$ cat src/design/otgt_pkg.sv
// shared types and constants for the online twiddle gain tuner
// no dependencies
`default_nettype none

package otgt_pkg;

  typedef enum logic [1:0] {
    CMD_SAMPLE = 2'd0,
    CMD_LAP    = 2'd1,
    CMD_INIT   = 2'd2,
    CMD_NONE   = 2'd3
  } cmd_t;

  typedef enum logic [1:0] {
    PH_FIRST = 2'd0,
    PH_INC   = 2'd1,
    PH_DEC   = 2'd2,
    PH_RSVD  = 2'd3
  } phase_t;

  typedef enum logic [3:0] {
    ST_IDLE,
    ST_MOD,
    ST_SAMPLE,
    ST_DIV,
    ST_PEN,
    ST_TUNE,
    ST_INIT,
    ST_OUT
  } state_t;

  // register indexes
  localparam logic [2:0] REG_KP   = 3'd0;
  localparam logic [2:0] REG_KI   = 3'd1;
  localparam logic [2:0] REG_KD   = 3'd2;
  localparam logic [2:0] REG_TOL  = 3'd3;
  localparam logic [2:0] REG_MINS = 3'd4;
  localparam logic [2:0] REG_MAXE = 3'd5;
  localparam logic [2:0] REG_IGN  = 3'd6;
  localparam logic [2:0] REG_LAP  = 3'd7;

  localparam int          CNT_W     = 17;
  localparam logic [16:0] COUNT_MAX = 17'd131071;
  localparam logic [63:0] PENALTY   = 64'd1000 << 16;

  // ceil(2^37 / 10), exact divide by ten for operands below 2^34
  localparam logic [34:0] RECIP_TEN = 35'h333333334;

  // controller to datapath commands
  typedef struct packed {
    logic do_sample;
    logic mod_start;
    logic div_start;
    logic do_pen;
    logic do_tune;
    logic do_init;
    logic do_clear;
  } dp_cmd_t;

  // datapath to controller status
  typedef struct packed {
    logic div_busy;
  } dp_stat_t;

  // x/10 rounded to nearest, ties away from zero, on 33 bit signed values
  function automatic logic signed [32:0] tenth(input logic signed [32:0] x);
    logic [32:0] mag;
    logic [33:0] num;
    logic [68:0] prod;
    logic [32:0] q;
    begin
      mag  = x[32] ? 33'(-x) : 33'(x);
      num  = 34'(mag) + 34'd5;
      // divide by ten as a reciprocal multiply
      prod = 69'(num) * 69'(RECIP_TEN);
      q    = 33'(prod >> 37);
      tenth = x[32] ? -$signed(q) : $signed(q);
    end
  endfunction

  function automatic logic signed [31:0] sat32(input logic signed [33:0] v);
    begin
      if (v > 34'sd2147483647) sat32 = 32'sh7fffffff;
      else if (v < -34'sd2147483648) sat32 = 32'sh80000000;
      else sat32 = v[31:0];
    end
  endfunction

endpackage

`default_nettype wire

$ cat src/design/otgt_ctrl.sv
// controller for the twiddle tuner: sequences sample, lap-end and init requests
// depends on otgt_pkg
`default_nettype none

module otgt_ctrl import otgt_pkg::*; (
  input  wire logic     clk,
  input  wire logic     rst,
  input  wire logic     in_valid,
  output logic          in_stall,
  input  wire cmd_t     cmd,
  output logic          out_valid,
  input  wire logic     out_stall,
  output dp_cmd_t       dp_cmd,
  input  wire dp_stat_t dp_stat
);

  state_t state, state_next;

  // state register
  always_ff @(posedge clk) begin
    if (rst) state <= ST_IDLE;
    else state <= state_next;
  end

  // next state
  always_comb begin
    state_next = state;
    case (state)
      ST_IDLE: begin
        if (in_valid) begin
          case (cmd)
            CMD_SAMPLE: state_next = ST_MOD;
            CMD_LAP:    state_next = ST_DIV;
            CMD_INIT:   state_next = ST_INIT;
            default:    state_next = ST_OUT;
          endcase
        end
      end
      ST_MOD:    if (!dp_stat.div_busy) state_next = ST_SAMPLE;
      ST_SAMPLE: state_next = ST_OUT;
      ST_DIV:    if (!dp_stat.div_busy) state_next = ST_PEN;
      ST_PEN:    state_next = ST_TUNE;
      ST_TUNE:   state_next = ST_OUT;
      ST_INIT:   state_next = ST_OUT;
      ST_OUT:    if (!out_stall) state_next = ST_IDLE;
      default:   state_next = ST_IDLE;
    endcase
  end

  // outputs
  always_comb begin
    in_stall  = (state != ST_IDLE);
    out_valid = (state == ST_OUT);
    dp_cmd    = '0;
    case (state)
      ST_IDLE: begin
        dp_cmd.div_start = in_valid && (cmd == CMD_LAP);
        dp_cmd.mod_start = in_valid && (cmd == CMD_SAMPLE);
      end
      ST_SAMPLE: dp_cmd.do_sample = 1'b1;
      ST_PEN:    dp_cmd.do_pen = 1'b1;
      ST_TUNE: begin
        dp_cmd.do_tune  = 1'b1;
        dp_cmd.do_clear = 1'b1;
      end
      ST_INIT:   dp_cmd.do_init = 1'b1;
      default:   dp_cmd = '0;
    endcase
  end

  // request taken only when idle
  a_accept_idle: assert property (@(posedge clk) disable iff (rst)
    (in_valid && !in_stall) |=> (state != ST_IDLE))
    else $error("accepted request did not leave idle");
  a_out_hold: assert property (@(posedge clk) disable iff (rst)
    (out_valid && out_stall) |=> out_valid)
    else $error("result dropped under stall");
  a_div_wait: assert property (@(posedge clk) disable iff (rst)
    (state == ST_PEN) |-> $past(state) == ST_DIV)
    else $error("penalty step without division");

endmodule

`default_nettype wire

$ cat config.mk
export PLATFORM = sky130hd
export DESIGN_NAME = otgt_ctrl
export DESIGN_NICKNAME = d
export VERILOG_FILES = /design/src/design/otgt_pkg.sv /design/src/design/otgt_ctrl.sv
export SDC_FILE = /design/constraint.sdc
export NUM_CORES = 1
export LEC_CHECK = 0
export BUFFER_PORTS_ARGS = -buffer_cell sky130_fd_sc_hd__buf_2
export CORE_AREA = 2 2 39 41
export DETAILED_ROUTE_END_ITERATION = 8
export DIE_AREA = 0 0 41 43
export SLEW_MARGIN = 20
export SYNTH_ARGS = -nofsm -noshare
export SYNTH_HDL_FRONTEND = slang
export SYNTH_SLANG_ARGS = --single-unit
$ cat constraint.sdc
create_clock -name clk -period 2 [get_ports clk]
set_input_delay 0.3 -clock clk [delete_from_list [all_inputs] [get_ports clk]]
set_output_delay 0.3 -clock clk [all_outputs]
set_load 0.02 [all_outputs]
# Yosys cells after proc, flatten, opt, wreduce, memory -nomap -nowiden
# Index checks and enable logic that the tools add are counted.
# totals
ff_bits	4
out_inout_bits	9
input_bits	7
# classes
reduce_logical	7
mux	11
eq_ne	13
# ops
op	n
4-bit one-hot mux with 6 select lines	1
4-bit by 3-bit == test with 1-bit output (second input constant)	4
4-bit two-way mux	4
3-bit one-hot mux with 3 select lines	1
4-bit by 2-bit == test with 1-bit output (second input constant)	2
2-bit inequality test (second input constant)	4
4-bit by 1-bit == test with 1-bit output (second input constant)	1
4-bit logical NOT	1
1-bit two-way mux	4
4-bit AND reduction	1
4-bit nonzero test	1
3-bit OR reduction	1
2-bit by 1-bit == test with 1-bit output (second input constant)	1
2-bit == test (second input constant)	1
1-bit logical AND	2
2-bit logical NOT	1
2-bit two-way mux	1

# Logic depth before layout (Yosys ltp)
# depth
ltp_word	4
ltp_mapped	6
ltp_nobuf	6

# Worst setup path before layout
# No wires, ideal clock.
# synth_timing
path_kind	register to output
start	register state[0]
end	output port dp_cmd[4] (netlist bit)
stages_incl_launch_ff	6
arrival_time_ns	1.241
setup_slack_ns	0.459
required_time_ns	1.700
path_cell_list	dfxtp_1 -> inv_1 -> ha_1 -> nand2b_4 -> nor3b_1 -> and2_1
# synth_lines
element	line_no	rtl
start, declared	otgt_ctrl.sv:17	state_t state, state_next;
start signal, assigned	otgt_ctrl.sv:22	else state <= state_next;
end, declared	otgt_ctrl.sv:13	output dp_cmd_t dp_cmd,

==> impl_metrics.toml <==
[status]
run_status = "finished clean"

[critical_path]
critPathLaunch = "state[1]"
crit_path_end = "dp_cmd[4]"
r2r_end = "state[0]"
end_kind = "output port"
rr_worst_depth = 6
crit_required_ps = 1700
timing.rr.start = "state[1]"
r2r_setup_slack_ps = 570
crit_type = "register to output port"
critPathArrivalTime_ps = 1560
cp_max_fo = 6
startpoint_type = "register"

[run]
cap_violations = 0

[placed_design]
pre_cts_slack_ps = 366
finalWeightedCongestion = 0.680
placed_area_sq_um = 443
hpwl_microns = 587
io_buffer_count = 15

[synth]
ys_seq_area_share_pct = 16.4
syn_area_per_cell_sq_um = 8.73
synthTopCellsByCount = "and2_1 (6), a21oi_1 (4), ha_1 (4)"
synth_compound_area_share_pct = 24.6
synth-xor-area-share_pct = 0
yosys_warnings = 0
synth_fa_ha_area_share_pct = 13.7
synthArstFlopShare_pct = 0
synth_top_family_by_area = "simple AND/OR/NAND/NOR gates"
synth_cell_types = 23
synth_nets = 53
syn_area_sq_um = 367
synth_most_common_cell = "and2_1"
synthDominantCellAreaShare_pct = 16.4
synth_edf_count = 0
ys_ff_latch = 3
synthTopCellsByArea = "dfxtp_1 (16%), ha_1 (14%), and2_1 (10%)"
netlist_instances = 42
yosys.area.top_type = "dfxtp_1"
synth_mux_area_share_pct = 0
yosys.area_share.simple_pct = 37.2
synthFlopType = "dfxtp_1"

[finish]
largest_reg_flops = 3
final_area_sq_um = 469
drive_gt1_share_pct = 40.7
regMostFlops = "state"
area_delta_synth_final_pct = 28.0
nNetsFinal = 71
seq_area_sq_um = 60.1
fillers = 157
top_regs = "state: 3 flops"
diodes = 0
multi_input_area_sq_um = 277

[pwr]
power.leakage_nw = 0.226
power.density_mw_per_mm2 = 1510
p_total_mw = 0.711
ir_worst_vdd_uv = 413

[clock_network]
postCtsResizedCells = 0
clock_latency_ps = 230
hold_buffers = 0
cts_buffers = 3
cts.path.max_buffers = 2
h-tree-depth = 1
cts_setup_buffers = 0
cts_sinks = 3
cts-root-buf = "clkbuf_4"
clk_pin_slew_worst_paths_ps = 40
tritoncts = "done"

[timing]
fin_ws_ps = 141
finalHoldViolCount = 0
final-setup-viol-count = 0
post-route-period-util_pct = 92.9
whs_ps = 268
clock_skew_ps = 1.07
period_needed_ps = 1860
fin_tns_setup_ps = 0
maxSlewHeadroom_pct = 80.0
worst_slew_pin_slew_ps = 300
rsz0062_at_grt = "false"
drv_slew = 0
max_freq_mhz = 538

[die]
rows = 14
die-width_microns = 41
die-area_sq_mm = 0.00176
initial_utilization_pct = 26.5
core-area_sq_mm = 0.00138
io_pins = 16
die_h_microns = 43

[global_route]
grt_usage_pct = 9.53
grt_max_degree = 12
grt_pass1_vias = 313
overflow = 0
grt_pass1_wl_mm = 1.12
antenna_found_initial = 0

[drt]
final_antenna_net_count = 0
drtIter0Drc = 5
post_drt_wl_per_cell_microns = 9.43
drc_errors = 0
vias_per_cell = 4.56
first_pass_iters = 2
via_count = 342
routed_wl_microns = 707

[hold_path]
hold_class = "primary input to register"
[area by class of cell]
| class | instances | share of cell area (%) |
|---|---|---|
| multi-input combinational | 34 | 58.9 |
| sequential | 3 | 12.8 |
| timing repair buffer | 15 | 16.0 |
| tap | 16 | 4.27 |
| inverter | 3 | 2.40 |
| clock buffer | 4 | 5.60 |
[cells by family after synthesis]
| logic type | count (synthesis) |
|---|---|
| buffers and inverters | 5 |
| DFF | 3 |
| adders and majority gates | 4 |
| and+or+nand+nor | 20 |
| AOI/OAI and AO/OA | 10 |
[through the flow]
step,util [%],instances
floorplan,-,42
global placement,32.0,71
detailed placement,32.0,71
CTS,33.9,75
global route,33.9,75
finish,33.9,75
[power breakdown]
group / leakage (nW) / internal [mW] / switching [mW]
Sequential: 0.0248 / 0.0862 / 0.0376
Clock: 0.0150 / 0.0748 / 0.0323
Combinational: 0.186 / 0.214 / 0.266
[critical path, stage by stage (launching register included)]
cell	delay (ps)
dfxtp_1	350
inv_1	100
ha_1	260
nand2b_4	100
nor3b_1	220
and2_1	150
buf_2	150
[worst min-delay path by stage]
stage | startpoint | end | cells past startpoint
2_1_floorplan | rst | state[0] | 1
3_3_place_gp | state[1] | state[1] | 2
3_5_place_dp | rst | state[0] | 2
4_1_cts | rst | state[0] | 2
5_1_grt | rst | state[0] | 2
6_report | rst | state[0] | 2
[cell usage in the layout, fill, tap and decap left out, drive strengths merged, types with 2 or more instances in the layout]
cell and instances:
a21oi 4, and2 6, buf 15, clkbuf 4
dfxtp 3, ha 4, inv 3, nand2 2
nand2b 4, nor2 2, nor3 2, o211ai 2
o221ai 2
[per-layer routing]
layer / vias to the layer above / global-route usage (%) / routed length (microns)
met3: 2 / 1.57 / 65
met2: 15 / 13.8 / 308
met4: 0 / 8.00 / 19
li1: 179 / - / -
met1: 146 / 11.5 / 313
met5: - / 0 / 0
Power figures use the tool's default switching activity.
